`config.mk`:
```
export PLATFORM = sky130hd
export DESIGN_NAME = weighted_sum_frame_checker_core
export DESIGN_NICKNAME = d
export VERILOG_FILES = /design/src/rtl/wsfc_pkg.sv /design/src/rtl/weighted_sum_frame_checker_core.sv /design/src/rtl/wsfc_divider.sv
export SDC_FILE = /design/constraint.sdc
export NUM_CORES = 1
export LEC_CHECK = 0
export BUFFER_PORTS_ARGS = -buffer_cell sky130_fd_sc_hd__buf_2
export CAP_MARGIN = 20
export CELL_PAD_IN_SITES_DETAIL_PLACEMENT = 1
export CELL_PAD_IN_SITES_GLOBAL_PLACEMENT = 1
export CORE_MARGIN = 10
export CORE_UTILIZATION = 34
export CTS_BUF_LIST = sky130_fd_sc_hd__clkbuf_2
export CTS_CLUSTER_DIAMETER = 30
export DETAILED_ROUTE_END_ITERATION = 7
export GPL_ROUTABILITY_DRIVEN = 0
export GPL_TIMING_DRIVEN = 0
export PLACE_DENSITY_LB_ADDON = 0.15
export SLEW_MARGIN = 20
export SYNTH_ARGS = -nofsm -noshare
export SYNTH_HDL_FRONTEND = slang
export SYNTH_SLANG_ARGS = --single-unit
```
`constraint.sdc`:
```
create_clock -name clk_i -period 7.6 [get_ports clk_i]
set_clock_uncertainty 0.15 [all_clocks]
set_input_delay 1.9 -clock clk_i [delete_from_list [all_inputs] [get_ports clk_i]]
set_output_delay 1.9 -clock clk_i [all_outputs]
set_load 0.05 [all_outputs]
```
`src/rtl/wsfc_pkg.sv`:
```
// Shared types and constants for the weighted-sum frame checker.
package wsfc_pkg;

  // Divider datapath widths: sum plus product needs 17 bits, remainder stays in 16
  localparam int unsigned DivWidth = 17;
  localparam int unsigned RemWidth = 16;

  // Fixed frame constants
  localparam logic [7:0] EndMarker = 8'hAA;
  localparam logic [DivWidth-1:0] CheckBase = 17'd255;

  // Register indexes on the configuration port
  localparam logic [1:0] RegLocalAddr = 2'd0;
  localparam logic [1:0] RegBcastAddr = 2'd1;
  localparam logic [1:0] RegModulus   = 2'd2;
  localparam logic [1:0] RegStartCode = 2'd3;

  // Register reset values
  localparam logic [7:0]  LocalAddrRst = 8'd0;
  localparam logic [7:0]  BcastAddrRst = 8'd255;
  localparam logic [15:0] ModulusRst   = 16'd65025;
  localparam logic [7:0]  StartCodeRst = 8'd170;

  // Frame status codes
  localparam logic [1:0] StatusOk       = 2'd0;
  localparam logic [1:0] StatusBadEnd   = 2'd1;
  localparam logic [1:0] StatusMismatch = 2'd2;
  localparam logic [1:0] StatusNotOurs  = 2'd3;

endpackage

```
`src/rtl/weighted_sum_frame_checker_core.sv`:
```
// Top level of the weighted-sum frame checker: sequencer, frame state, registers.
// A byte at positions 2 to MAX_FRAME-1 runs one 17-step divider pass by the modulus and
// holds rx_ready_o low until that pass is done, so the next byte waits for it.
// Non-end bytes at other positions skip the divider. An end-flagged byte adds a pass by 255;
// its status is valid after that pass and the emit step, once the status register is free.
// Reset (rst_ni low, asynchronous) clears frame state and status and loads register defaults.
module weighted_sum_frame_checker_core #(
  parameter int unsigned MAX_FRAME = 32
) (
  input  logic        clk_i,
  input  logic        rst_ni,
  // Byte request channel
  input  logic        rx_valid_i,
  output logic        rx_ready_o,
  input  logic [7:0]  rx_byte_i,
  input  logic        end_of_frame_i,
  // Status channel
  output logic        status_valid_o,
  input  logic        status_ready_i,
  output logic [1:0]  frame_status_o,
  // Configuration port
  input  logic        psel,
  input  logic        penable,
  input  logic        pwrite,
  input  logic [3:0]  paddr,
  input  logic [31:0] pwdata,
  output logic [31:0] prdata,
  output logic        pready
);

  localparam logic [5:0] MaxPos = 6'(MAX_FRAME);

  typedef enum logic [2:0] {
    ST_IDLE,
    ST_MOD,
    ST_CHK_START,
    ST_CHK,
    ST_EMIT
  } state_e;

  // Configuration registers
  logic [7:0]  local_addr_q;
  logic [7:0]  bcast_addr_q;
  logic [15:0] modulus_q;
  logic [7:0]  start_code_q;
  logic        cfg_write;

  // Sequencer and frame state
  state_e      state_q, state_d;
  logic [5:0]  pos_q, pos_d;
  logic [15:0] sum_q, sum_d;
  logic [7:0]  rcl_q, rcl_d;
  logic [7:0]  rch_q, rch_d;
  logic [7:0]  prev_q, prev_d;
  logic [7:0]  byte_q, byte_d;
  logic [5:0]  cur_pos_q, cur_pos_d;
  logic [7:0]  sl_q, sl_d;
  logic        last_q, last_d;
  logic [1:0]  pend_q, pend_d;
  logic        status_valid_q, status_valid_d;
  logic [1:0]  status_q, status_d;

  // Divider hookup
  logic                          div_start;
  logic [wsfc_pkg::DivWidth-1:0] div_dividend;
  logic [wsfc_pkg::DivWidth-1:0] div_divisor;
  logic                          div_done;
  logic [wsfc_pkg::DivWidth-1:0] div_quot;
  logic [wsfc_pkg::RemWidth-1:0] div_rem;

  logic                          rx_accept;
  logic [13:0]                   product;
  logic [wsfc_pkg::DivWidth-1:0] modulus_ext;
  logic [7:0]                    hi_raw, lo_raw, hi_chk, lo_chk;
  logic [1:0]                    status_calc;

  // Write registers on the access phase
  assign pready    = 1'b1;
  assign cfg_write = psel && penable && pwrite && pready;

  always_ff @(posedge clk_i or negedge rst_ni) begin
    if (!rst_ni) begin
      local_addr_q <= wsfc_pkg::LocalAddrRst;
      bcast_addr_q <= wsfc_pkg::BcastAddrRst;
      modulus_q    <= wsfc_pkg::ModulusRst;
      start_code_q <= wsfc_pkg::StartCodeRst;
    end else if (cfg_write) begin
      case (paddr[3:2])
        wsfc_pkg::RegLocalAddr: local_addr_q <= pwdata[7:0];
        wsfc_pkg::RegBcastAddr: bcast_addr_q <= pwdata[7:0];
        wsfc_pkg::RegModulus:   modulus_q    <= pwdata[15:0];
        wsfc_pkg::RegStartCode: start_code_q <= pwdata[7:0];
        default: ;
      endcase
    end
  end

  // Read back registers
  always_comb begin
    case (paddr[3:2])
      wsfc_pkg::RegLocalAddr: prdata = {24'd0, local_addr_q};
      wsfc_pkg::RegBcastAddr: prdata = {24'd0, bcast_addr_q};
      wsfc_pkg::RegModulus:   prdata = {16'd0, modulus_q};
      wsfc_pkg::RegStartCode: prdata = {24'd0, start_code_q};
      default:                prdata = '0;
    endcase
  end

  // Weight the byte by its position; a zero modulus stands for 2^16
  assign product     = {6'd0, rx_byte_i} * {8'd0, pos_q};
  assign modulus_ext = {(modulus_q == 16'd0), modulus_q};

  // Form the check bytes, stepping off the start code
  assign hi_raw = div_quot[7:0];
  assign lo_raw = div_rem[7:0];
  assign hi_chk = (hi_raw == start_code_q) ? hi_raw - 8'd1 : hi_raw;
  assign lo_chk = (lo_raw == start_code_q) ? lo_raw - 8'd1 : lo_raw;

  // Rank the checks: end marker, check bytes, address
  always_comb begin
    if (cur_pos_q < 6'd3 || byte_q != wsfc_pkg::EndMarker) begin
      status_calc = wsfc_pkg::StatusBadEnd;
    end else if (hi_chk != rch_q || lo_chk != rcl_q) begin
      status_calc = wsfc_pkg::StatusMismatch;
    end else if (sl_q != local_addr_q && sl_q != bcast_addr_q) begin
      status_calc = wsfc_pkg::StatusNotOurs;
    end else begin
      status_calc = wsfc_pkg::StatusOk;
    end
  end

  assign rx_ready_o = (state_q == ST_IDLE);
  assign rx_accept  = rx_valid_i && rx_ready_o;

  // Sequence each byte, the passes through the shared divider and the status emit
  always_comb begin
    state_d        = state_q;
    pos_d          = pos_q;
    sum_d          = sum_q;
    rcl_d          = rcl_q;
    rch_d          = rch_q;
    prev_d         = prev_q;
    byte_d         = byte_q;
    cur_pos_d      = cur_pos_q;
    sl_d           = sl_q;
    last_d         = last_q;
    pend_d         = pend_q;
    status_d       = status_q;
    status_valid_d = status_valid_q && !status_ready_i;
    div_start      = 1'b0;
    div_dividend   = '0;
    div_divisor    = '0;

    case (state_q)
      ST_IDLE: begin
        if (rx_accept) begin
          byte_d    = rx_byte_i;
          last_d    = end_of_frame_i;
          cur_pos_d = pos_q;
          sl_d      = prev_q;
          prev_d    = rx_byte_i;
          if (pos_q < MaxPos) begin
            pos_d = pos_q + 6'd1;
          end
          if (pos_q == 6'd0) begin
            rcl_d   = rx_byte_i;
            state_d = end_of_frame_i ? ST_CHK_START : ST_IDLE;
          end else if (pos_q == 6'd1) begin
            rch_d   = rx_byte_i;
            state_d = end_of_frame_i ? ST_CHK_START : ST_IDLE;
          end else if (pos_q < MaxPos) begin
            div_start    = 1'b1;
            div_dividend = {1'b0, sum_q} + wsfc_pkg::DivWidth'(product);
            div_divisor  = modulus_ext;
            state_d      = ST_MOD;
          end else begin
            state_d = end_of_frame_i ? ST_CHK_START : ST_IDLE;
          end
        end
      end
      ST_MOD: begin
        if (div_done) begin
          sum_d   = div_rem;
          state_d = last_q ? ST_CHK_START : ST_IDLE;
        end
      end
      ST_CHK_START: begin
        div_start    = 1'b1;
        div_dividend = {1'b0, sum_q};
        div_divisor  = wsfc_pkg::CheckBase;
        state_d      = ST_CHK;
      end
      ST_CHK: begin
        if (div_done) begin
          pend_d  = status_calc;
          state_d = ST_EMIT;
        end
      end
      ST_EMIT: begin
        // Hold until the status register is free, then drop the frame state
        if (!status_valid_q || status_ready_i) begin
          status_d       = pend_q;
          status_valid_d = 1'b1;
          pos_d          = '0;
          sum_d          = '0;
          rcl_d          = '0;
          rch_d          = '0;
          prev_d         = '0;
          state_d        = ST_IDLE;
        end
      end
      default: state_d = ST_IDLE;
    endcase
  end

  always_ff @(posedge clk_i or negedge rst_ni) begin
    if (!rst_ni) begin
      state_q        <= ST_IDLE;
      pos_q          <= '0;
      sum_q          <= '0;
      rcl_q          <= '0;
      rch_q          <= '0;
      prev_q         <= '0;
      byte_q         <= '0;
      cur_pos_q      <= '0;
      sl_q           <= '0;
      last_q         <= 1'b0;
      pend_q         <= '0;
      status_q       <= '0;
      status_valid_q <= 1'b0;
    end else begin
      state_q        <= state_d;
      pos_q          <= pos_d;
      sum_q          <= sum_d;
      rcl_q          <= rcl_d;
      rch_q          <= rch_d;
      prev_q         <= prev_d;
      byte_q         <= byte_d;
      cur_pos_q      <= cur_pos_d;
      sl_q           <= sl_d;
      last_q         <= last_d;
      pend_q         <= pend_d;
      status_q       <= status_d;
      status_valid_q <= status_valid_d;
    end
  end

  assign status_valid_o = status_valid_q;
  assign frame_status_o = status_q;

  wsfc_divider u_divider (
    .clk_i       (clk_i),
    .rst_ni      (rst_ni),
    .start_i     (div_start),
    .dividend_i  (div_dividend),
    .divisor_i   (div_divisor),
    .done_o      (div_done),
    .quotient_o  (div_quot),
    .remainder_o (div_rem)
  );

  // Divider results only arrive while the sequencer waits for them
  assert property (@(posedge clk_i) disable iff (!rst_ni)
    div_done |-> (state_q == ST_MOD || state_q == ST_CHK))
    else $error("divider finished outside a wait state");

  // A new status only appears out of the emit step
  assert property (@(posedge clk_i) disable iff (!rst_ni)
    $rose(status_valid_q) |-> $past(state_q == ST_EMIT))
    else $error("status raised without an emit");

  // Emitting a status leaves a clean frame behind
  assert property (@(posedge clk_i) disable iff (!rst_ni)
    (state_q == ST_EMIT && (!status_valid_q || status_ready_i))
      |=> (pos_q == 6'd0 && sum_q == 16'd0))
    else $error("frame state not cleared after status");

  // The position counter saturates at the frame limit
  assert property (@(posedge clk_i) disable iff (!rst_ni)
    pos_q <= MaxPos)
    else $error("byte position beyond frame limit");

endmodule

```
`src/rtl/wsfc_divider.sv`:
```
// Shared restoring divider: one quotient bit per cycle, quotient and remainder.
module wsfc_divider (
  input  logic                           clk_i,
  input  logic                           rst_ni,
  input  logic                           start_i,
  input  logic [wsfc_pkg::DivWidth-1:0]  dividend_i,
  input  logic [wsfc_pkg::DivWidth-1:0]  divisor_i,
  output logic                           done_o,
  output logic [wsfc_pkg::DivWidth-1:0]  quotient_o,
  output logic [wsfc_pkg::RemWidth-1:0]  remainder_o
);

  localparam int unsigned CntW = $clog2(wsfc_pkg::DivWidth);
  localparam logic [CntW-1:0] LastStep = CntW'(wsfc_pkg::DivWidth - 1);

  logic                          busy_q;
  logic                          done_q;
  logic [CntW-1:0]               cnt_q;
  logic [wsfc_pkg::DivWidth-1:0] dq_q, dq_d;
  logic [wsfc_pkg::DivWidth-1:0] div_q;
  logic [wsfc_pkg::RemWidth-1:0] rem_q, rem_d;
  logic [wsfc_pkg::DivWidth-1:0] trial;
  logic                          fits;

  // Shift in the next dividend bit and subtract the divisor when it fits
  always_comb begin
    trial = {rem_q, dq_q[wsfc_pkg::DivWidth-1]};
    fits  = (trial >= div_q);
    if (fits) begin
      rem_d = wsfc_pkg::RemWidth'(trial - div_q);
    end else begin
      rem_d = trial[wsfc_pkg::RemWidth-1:0];
    end
    dq_d = {dq_q[wsfc_pkg::DivWidth-2:0], fits};
  end

  // Load on start, then step until every quotient bit is resolved
  always_ff @(posedge clk_i or negedge rst_ni) begin
    if (!rst_ni) begin
      busy_q <= 1'b0;
      done_q <= 1'b0;
      cnt_q  <= '0;
      dq_q   <= '0;
      div_q  <= '0;
      rem_q  <= '0;
    end else begin
      done_q <= 1'b0;
      if (start_i) begin
        busy_q <= 1'b1;
        cnt_q  <= '0;
        dq_q   <= dividend_i;
        div_q  <= divisor_i;
        rem_q  <= '0;
      end else if (busy_q) begin
        dq_q  <= dq_d;
        rem_q <= rem_d;
        cnt_q <= cnt_q + 1'b1;
        if (cnt_q == LastStep) begin
          busy_q <= 1'b0;
          done_q <= 1'b1;
        end
      end
    end
  end

  assign done_o      = done_q;
  assign quotient_o  = dq_q;
  assign remainder_o = rem_q;

endmodule
```
# After elaboration in Yosys (flattened, before gate mapping)
# Cells that the tools add are included.
word_totals:
  out_inout_bits: 37
  inputBits: 52
  word_cells: 150
  register_bits: 174
classes:
  n_lt_le_gt_ge: 3
  n_mul: 1
  n_addsub: 6
  eq_ne: 24
  n_mux: 63
  n_reduce_logical: 30
ops:
  columns: ["cell", "count"]
  rows:
  - ["17-bit two-way mux", 10]
  - ["32-bit one-hot mux with 4 select lines", 1]
  - ["16-bit two-way mux", 5]
  - ["8-bit two-way mux", 9]
  - ["17-bit one-hot mux with 2 select lines", 2]
  - ["8-bit one-hot mux with 2 select lines", 3]
  - ["8-bit != test", 4]
  - ["16-bit one-hot mux with 2 select lines", 1]
  - ["6-bit two-way mux", 3]
  - ["16-bit by 14-bit adder with 17-bit output", 1]
  - ["17-bit >= comparator", 1]
  - ["8-bit == test", 2]
  - ["16-bit logical NOT", 1]
  - ["2-bit two-way mux", 8]
  - ["16-bit subtractor", 1]
  - ["8-bit by 1-bit subtractor with 8-bit output, second input constant", 2]
  - ["3-bit one-hot mux with 5 select lines", 1]
  - ["8-bit by 6-bit multiplier with 14-bit output", 1]
  - ["2-bit AND reduction", 7]
  - ["1-bit two-way mux", 12]
  - ["3-bit two-way mux", 4]
  - ["2-bit by 1-bit != test with 1-bit output, second input constant", 6]
  - ["6-bit one-hot mux with 2 select lines", 1]
  - ["4-bit AND reduction", 3]
  - ["other kinds (24)", 38]

# Logic depth before layout (Yosys ltp)
# Gate-level depths: netlist of run 1.
depth:
  word_depth: 8
  ltp_mapped: 18
  ltp_nobuf: 17

# Modules after synthesis
# A second synthesis of run 1 with hierarchy kept.
hier_totals:
  cells_unflattened: 1271
  hier_area_um2: 11882.6
by_module_without_submodules:
  columns: ["module", "n_inst", "seq_area_each_um2", "cells_per_inst", "area_each_um2"]
  rows:
  - ["weighted_sum_frame_checker_core", 1, 2952.8, 876, 8340.5]
  - ["wsfc_divider", 1, 1426.4, 395, 3542.1]

# Worst setup path before layout of run 1
# Ideal clock, no wire load.
synth_timing:
  kind: "input to register"
  from: "input rx_byte_i[5]"
  to: "register u_divider.dq_q, in the netlist u_divider.quotient_o[14]"
  setup_time_ns: 0.069
  stages: 15
  path_buffers: 1
  setup_slack_ns: 1.340
  t_required_ns: 7.381
  arrival_ns: 6.041
  cell_sequence: "clkbuf_1 -> and2_1 -> fa_1 -> fa_1 -> fa_1 -> inv_1 -> fa_1 -> inv_1 -> ha_1 -> or3_1 -> o21a_1 -> a21oi_1 -> a21oi_1 -> or4b_2 -> nand3_1"
synth_via:
  elab_chain_cells: 8
synth_lines:
  columns: ["item", "line_no", "rtl"]
  rows:
  - ["start, declared", "weighted_sum_frame_checker_core.sv:15", "input logic [7:0] rx_byte_i,"]
  - ["8-bit by 6-bit multiplier with 14-bit output", "weighted_sum_frame_checker_core.sv:110", "assign product = {6'd0, rx_byte_i} * {8'd0, pos_q};"]
  - ["16-bit by 14-bit adder with 17-bit output", "weighted_sum_frame_checker_core.sv:173", "div_dividend = {1'b0, sum_q} + wsfc_pkg::DivWidth'(product);"]
  - ["17-bit two-way mux", "weighted_sum_frame_checker_core.sv:171", "end else if (pos_q < MaxPos) begin"]
  - ["17-bit two-way mux", "weighted_sum_frame_checker_core.sv:168", "end else if (pos_q == 6'd1) begin"]
  - ["17-bit two-way mux", "weighted_sum_frame_checker_core.sv:165", "if (pos_q == 6'd0) begin"]
  - ["17-bit two-way mux", "weighted_sum_frame_checker_core.sv:156", "if (rx_accept) begin"]
  - ["17-bit one-hot mux with 2 select lines", "weighted_sum_frame_checker_core.sv:154", "case (state_q)"]
  - ["17-bit two-way mux", "wsfc_divider.sv:48", "if (start_i) begin"]
  - ["end signal, assigned", "wsfc_divider.sv:51", "dq_q <= dividend_i;"]
  - ["end signal, assigned", "wsfc_divider.sv:55", "dq_q <= dq_d;"]
  - ["end, declared", "wsfc_divider.sv:19", "logic [wsfc_pkg::DivWidth-1:0] dq_q, dq_d;"]
# Every way passes these cells.
# A chain may end at the register's enable or synchronous reset.

# Final worst setup path of run 1
layout_timing:
  from: "input rx_byte_i[6]"
  to: "register u_divider.dq_q, in the netlist u_divider.quotient_o[14]"
# The elaborated chain is that of the path after synthesis.

==> results_dict.tcl, run 1 <==
set metrics [dict create \
    power-per-cell-area_nw_per_um2 430.6 \
    clock_path_buffers 2 \
    drc_errors 0 \
    grt_usage 0.1664 \
    insertion_delay_ns 0.84 \
    fin_crit_ns 6.083 \
    start_util 0.3460 \
    synth-seq-cells 174 \
    cts_setup_buffers 0 \
    synth_most_common_cell "nand2_1" \
    hold_violations 0 \
    syn2layout_area_growth_pct 10.36 \
    cts_tree "done" \
    crit_fanout 9 \
    synth_cell_type_count 72 \
    hold_depth 2 \
    rows 67 \
    crit_path_max_incr_delay_ns 0.62 \
    grt_pass1_vias 9500 \
    use_met3 0.03191 \
    io_buffers 51 \
    dieArea_um2 42000 \
    avgSynthCellArea_um2 9.455 \
    crit_type "in2reg" \
    r2r_cells 17 \
    worstHoldEndpoint "sl_q[3]" \
    netlist_instances 1230 \
    finalSetupTns_ns 0 \
    max_freq_ghz 0.1644 \
    antenna_found_initial 2 \
    nets 1461 \
    synthArstFlopShare 1.000 \
    ys_top_cells_by_count "nand2_1 (156), dfrtp_1 (154), inv_1 (114)" \
    met2_usage 0.2686 \
    die_y_um 204.9 \
    synth.yosys.warnings 0 \
    drtIter0Drc 482 \
    r2r_setup_slack_ns 2.26 \
    vdd_drop_max_mv 0.1481 \
    post-place-ws_ns 0.5692 \
    gr-total-overflow 0 \
    pin_count 89 \
    crit_buf_inv 3 \
    path_common_cell "fa_1" \
    cp_slowest_cell "or4b_2" \
    slew_viol_final 0 \
    drtPass1Iterations 5 \
    antenna_left 0 \
    rr_startpoint "pos_q[2]" \
    ctsHoldBuffers 0 \
    synth_flop_cell "dfrtp_1" \
    cts_resized 0 \
    synth_seq_area_share 0.3765 \
    crit_chain "clkbuf_1, and2_1, fa_1, fa_1, fa_1, inv_1, fa_1, inv_1, ha_1, or3_1, o21a_1, a21oi_1, a21oi_1, or4b_2, nand3_1" \
    hpwl_mm 26.37 \
    grt_max_degree 68 \
    die_x_um 204.9 \
    slew-limit-headroom 0.4562 \
    required_ns 8.22 \
    numCtsBuffers 17 \
    wl_per_cell_um 19.17 \
    grt_pass1_wl_mm 54.86 \
    n_fill_cell 3981 \
    synth.area.top_cells "dfrtp_1 (33%), fa_1 (6.4%), ha_1 (5.9%)" \
    synth_top_cell_by_area "dfrtp_1" \
    status "complete, no violations" \
    reg2reg_to "u_divider.quotient_o[14]" \
    p_leak_nw 6.045 \
    synth.top_cell.area_share 0.3314 \
    start_kind "input port" \
    drive_gt1_frac 0.1579 \
    dr_total_vias 9021 \
    timing.final.crit_share 0.8004 \
    grt_util_met1 0.2270 \
    wirelength_mm 34.11 \
    worst_slew_pin_slew_ns 0.8126 \
    worstPathArrival_ns 6.70 \
    cts_sinks 174 \
    finalSetupViolCount 0 \
    synth_edf_count 0 \
    busiest_layer "met2" \
    max_cap_viol_count 0 \
    min_path_type "reg2reg" \
    cts-root-buf "clkbuf_2" \
    core_um2 33620 \
    end_kind "flip-flop" \
    rsz0062_at_grt "no" \
    netlist_area_um2 11630 \
    layout_setup_ws_ns 1.517 \
    cts_max_level 4 \
    critPathTopFamily "adder cells" \
    clk_pin_slew_ns 0.26 \
    vias_per_cell 5.068 \
    min-delay-start "prev_q[3]" \
]
## cells by family (layout without fill, tap and decap cells)
logic type | count (synthesis) | after routing | share of synthesized area
AO/OA/AOI/OAI | 217 | 217 | 0.1223
XOR/XNOR | 75 | 75 | 0.05648
adder cells (fa/ha/maj) | 92 | 92 | 0.1229
buffers and inverters | 190 | 275 | 0.07101
flip-flops | 174 | 174 | 0.3765
multiplexers | 79 | 79 | 0.08133
other | 2 | 19 | 0.0006457
AND/OR/NAND/NOR | 401 | 401 | 0.1688
## layout make-up
| class | count | area, µm² | area share |
|---|---|---|---|
| timing repair buffer | 53 | 320.3 | 0.02496 |
| antenna | 2 | 5.005 | 0.0003899 |
| multi-input combinational | 881 | 6486 | 0.5054 |
| clock buffer | 19 | 95.09 | 0.007409 |
| clock inverter | 13 | 162.7 | 0.01267 |
| tap | 448 | 560.5 | 0.04367 |
| inverter | 114 | 427.9 | 0.03334 |
| sequential | 174 | 4379 | 0.3412 |
| buffer | 76 | 397.9 | 0.03100 |
## metal layers
layer  routed length [µm]  up-vias
met5                    0        -
met4                  251        0
met3                 1258       12
met2                15900      116
met1                16710     4562
li1                     -     4331
## power breakdown
group	switching, W	internal [W]	leakage (nW)	total [W]
clock network	0.000355	0.000189	0.152	0.000544
logic	0.00194	0.00139	3.75	0.00333
registers	0.000353	0.00130	2.15	0.00166
total	0.00265	0.00288	6.04	0.00553
## flip-flops by register name, summed over array words and instances, names as in the netlist, 8 cells and up
register / count
u_divider.quotient_o: 17
start_code_q: 8
bcast_addr_q: 8
local_addr_q: 8
rch_q: 8
u_divider.remainder_o: 16
u_divider.div_q: 17
rcl_q: 8
sum_q: 16
sl_q: 8
modulus_q: 16
byte_q: 8
prev_q: 8
## worst max path at each step
| stage | cells after the start | startpoint | endpoint | slack (ns) |
|---|---|---|---|---|
| 2_1_floorplan | 15 | rx_byte_i[5] | u_divider.quotient_o[14] | 1.34 |
| 3_3_place_gp | 15 | rx_byte_i[5] | u_divider.quotient_o[14] | 0.68 |
| 3_5_place_dp | 15 | rx_byte_i[6] | u_divider.quotient_o[14] | 0.57 |
| 4_1_cts | 15 | rx_byte_i[6] | u_divider.quotient_o[14] | 1.52 |
| 5_1_grt | 15 | rx_byte_i[5] | u_divider.quotient_o[14] | 1.34 |
| 6_report | 15 | rx_byte_i[6] | u_divider.quotient_o[14] | 1.52 |
## per-stage QoR
step / area (µm²) / instances / util / hold WS, ns / total power (W)
5_1_grt: 12830 / 1780 / 0.3818 / 0.3966 / 0.006096
2_1_floorplan: 11690 / 1245 / - / 0.2871 / 0.004105
3_5_place_dp: 12570 / 1746 / 0.3740 / 0.3110 / 0.005021
4_1_cts: 12830 / 1778 / 0.3817 / 0.3682 / 0.005591
6_report: 12830 / 1780 / 0.3818 / 0.3605 / 0.005527
3_3_place_gp: 12500 / 1744 / 0.3719 / 0.3080 / 0.004927
## worst min-delay path: stages (launching register included)
cell and delay, ns:
dfrtp_1 0.40, nand2_1 0.06, nand2_1 0.05
## cells in the final DEF, fill, tap and decap left out, types with 8 or more instances in the layout
| cell | n |
|---|---|
| nand2_1 | 156 |
| dfrtp_1 | 154 |
| inv_1 | 114 |
| nor2_1 | 65 |
| o21ai_0 | 63 |
| buf_2 | 62 |
| ha_1 | 55 |
| and2_1 | 53 |
| mux2_2 | 44 |
| a21oi_1 | 43 |
| xnor2_1 | 38 |
| xor2_1 | 37 |
| fa_1 | 37 |
| clkbuf_1 | 34 |
| nand3_1 | 33 |
| mux2i_1 | 27 |
| buf_4 | 20 |
| dfstp_2 | 20 |
| clkbuf_2 | 19 |
| nand4_1 | 18 |
| conb_1 | 17 |
| a22o_1 | 16 |
| nor3_1 | 15 |
| o211ai_1 | 12 |
| nor2b_1 | 10 |
| nor4_1 | 10 |
| o31ai_1 | 10 |
| mux4_2 | 8 |
| a21o_1 | 8 |
| o21a_1 | 8 |
(Power assumes the default switching activity.)
==> run 2: changes to the inputs <==
- clock period: 7.6 -> 5.3 ns (I/O delays scaled with it)
==> run 2 against run 1 <==
Net effect:
- clock power increased by 34%
- combinational power grew 43%
- via count decreased by 0.19%
- first-iteration DRC count fell by 10%
- register-to-register slack lost 2.0 ns
- cell count decreased by 0.22%
- non-clock buffer count is 3 lower
- setup slack lost 1.3 ns
- utilization about the same
- sequential power rose by 44%
- count of clock-buffer cells in the layout shrank 2
- critical path type is now reg2reg
==> results_dict.tcl, run 2 (synthesized netlist as in run 1, its figures left out) <==
set metrics [dict create \
    dp_cells 1745 \
    slew-limit-headroom 0.4736 \
    required_ns 5.92 \
    core_um2 33620 \
    fin_crit_ns 5.041 \
    drtPass1Iterations 6 \
    rsz0062_at_grt "no" \
    syn2layout_area_growth_pct 10.25 \
    gr-total-overflow 0 \
    grt_pass1_vias 9484 \
    drive_gt1_frac 0.1643 \
    grt_pass1_wl_mm 55.56 \
    design_area_um2 12820 \
    clock_path_buffers 2 \
    worstPathArrival_ns 5.66 \
    hpwl_mm 26.48 \
    power-per-cell-area_nw_per_um2 615.4 \
    wl_per_cell_um 19.38 \
    ctsHoldBuffers 0 \
    pin_count 89 \
    start_util 0.3460 \
    clk_pin_slew_ns 0.25 \
    hold_violations 0 \
    vias_per_cell 5.070 \
    dieArea_um2 42000 \
    postPlaceCellArea_um2 12600 \
    rows 67 \
    end_kind "flip-flop" \
    max_freq_ghz 0.1984 \
    grt_usage 0.1681 \
    timing.final.crit_share 0.9510 \
    finalSetupViolCount 0 \
    most-common-layout-cells "nand2_1 (156), dfrtp_1 (154), inv_1 (114)" \
    vdd_drop_max_mv 0.1857 \
    finalNonFillerCells 1776 \
    wirelength_mm 34.42 \
    insertion_delay_ns 0.84 \
    crit_type "reg2reg" \
    n_fill_cell 3954 \
    total_power_w 0.007891 \
    numCtsBuffers 17 \
    cts_resized 0 \
    p_leak_nw 6.032 \
    drc_errors 0 \
    start_kind "flip-flop" \
    io_buffers 51 \
    die_y_um 204.9 \
    cts-root-buf "clkbuf_2" \
    r2r_setup_slack_ns 0.26 \
    r2r_cells 15 \
    cts_setup_buffers 0 \
    drtIter0Drc 432 \
    antenna_left 0 \
    cts_tree "done" \
    cts_sinks 174 \
    nets 1458 \
    final_common_cell "nand2_1" \
    crit_fanout 10 \
    rr_startpoint "pos_q[2]" \
    antenna_found_initial 1 \
    grt_max_degree 93 \
    die_x_um 204.9 \
    worst_slew_pin_slew_ns 0.7866 \
    status "complete, no violations" \
    dr_total_vias 9004 \
    cts_max_level 4 \
    slew_viol_final 0 \
    reg2reg_to "u_divider.quotient_o[14]" \
    min_path_type "in2async" \
    max_cap_viol_count 0 \
]
[run 2: layout make-up]
cell class	instances	area, µm²	area share
clock inverter	15	143.9	0.01122
sequential	174	4379	0.3415
buffer	74	410.4	0.03201
tap	448	560.5	0.04372
clock buffer	17	85.08	0.006635
timing repair buffer	52	292.8	0.02283
antenna	1	2.502	0.0001952
multi-input combinational	881	6520	0.5085
inverter	114	427.9	0.03337
[run 2: metal layers]
metal  global-route usage  share of wire  vias up
li1                     -              -     4328
met5                    0              0        -
met1               0.2346           0.49     4561
met2               0.2682           0.47      103
met3              0.02511          0.032       12
met4              0.03912         0.0083        0
[run 2: metrics by stage]
step / hold WS (ns) / setup TNS [ns] / setup WS [ns] / utilization
5_1_grt: 0.2543 / 0 / 0.02493 / 0.3814
6_report: 0.2826 / 0 / 0.2594 / 0.3814
3_3_place_gp: 0.3040 / -47.19 / -0.4605 / 0.3735
3_5_place_dp: 0.3036 / -2.785 / -0.5053 / 0.3748
4_1_cts: 0.2296 / 0 / 0.1888 / 0.3816
2_1_floorplan: 0.2871 / -0.1170 / -0.1170 / -
[run 2: worst max-delay path, stage by stage, from the launching register on]
cell	delay (ns)
dfrtp_1	0.49
clkbuf_1	0.40
and2_4	0.23
fa_1	0.44
fa_1	0.49
fa_1	0.51
inv_1	0.05
fa_1	0.47
inv_1	0.04
ha_2	0.17
or3_1	0.39
o21a_1	0.25
a21oi_2	0.19
a21oi_2	0.10
or4b_4	0.55
nand3_2	0.09
[run 2: worst max path at each step]
| stage | start | endpoint | slack, ns | cells past startpoint |
|---|---|---|---|---|
| 2_1_floorplan | rx_byte_i[6] | u_divider.quotient_o[14] | -0.12 | 15 |
| 3_3_place_gp | rx_byte_i[2] | u_divider.quotient_o[14] | -0.46 | 15 |
| 3_5_place_dp | rx_byte_i[2] | u_divider.quotient_o[14] | -0.51 | 15 |
| 4_1_cts | pos_q[4] | u_divider.quotient_o[14] | 0.19 | 15 |
| 5_1_grt | pos_q[0] | u_divider.quotient_o[14] | 0.02 | 15 |
| 6_report | pos_q[2] | u_divider.quotient_o[14] | 0.26 | 15 |
[run 2: power breakdown]
part           total (W)  switching (W)  internal, W
sequential       0.00239       0.000522      0.00187
combinational    0.00477        0.00276      0.00201
clock           0.000730       0.000516     0.000214
total            0.00789        0.00380      0.00409
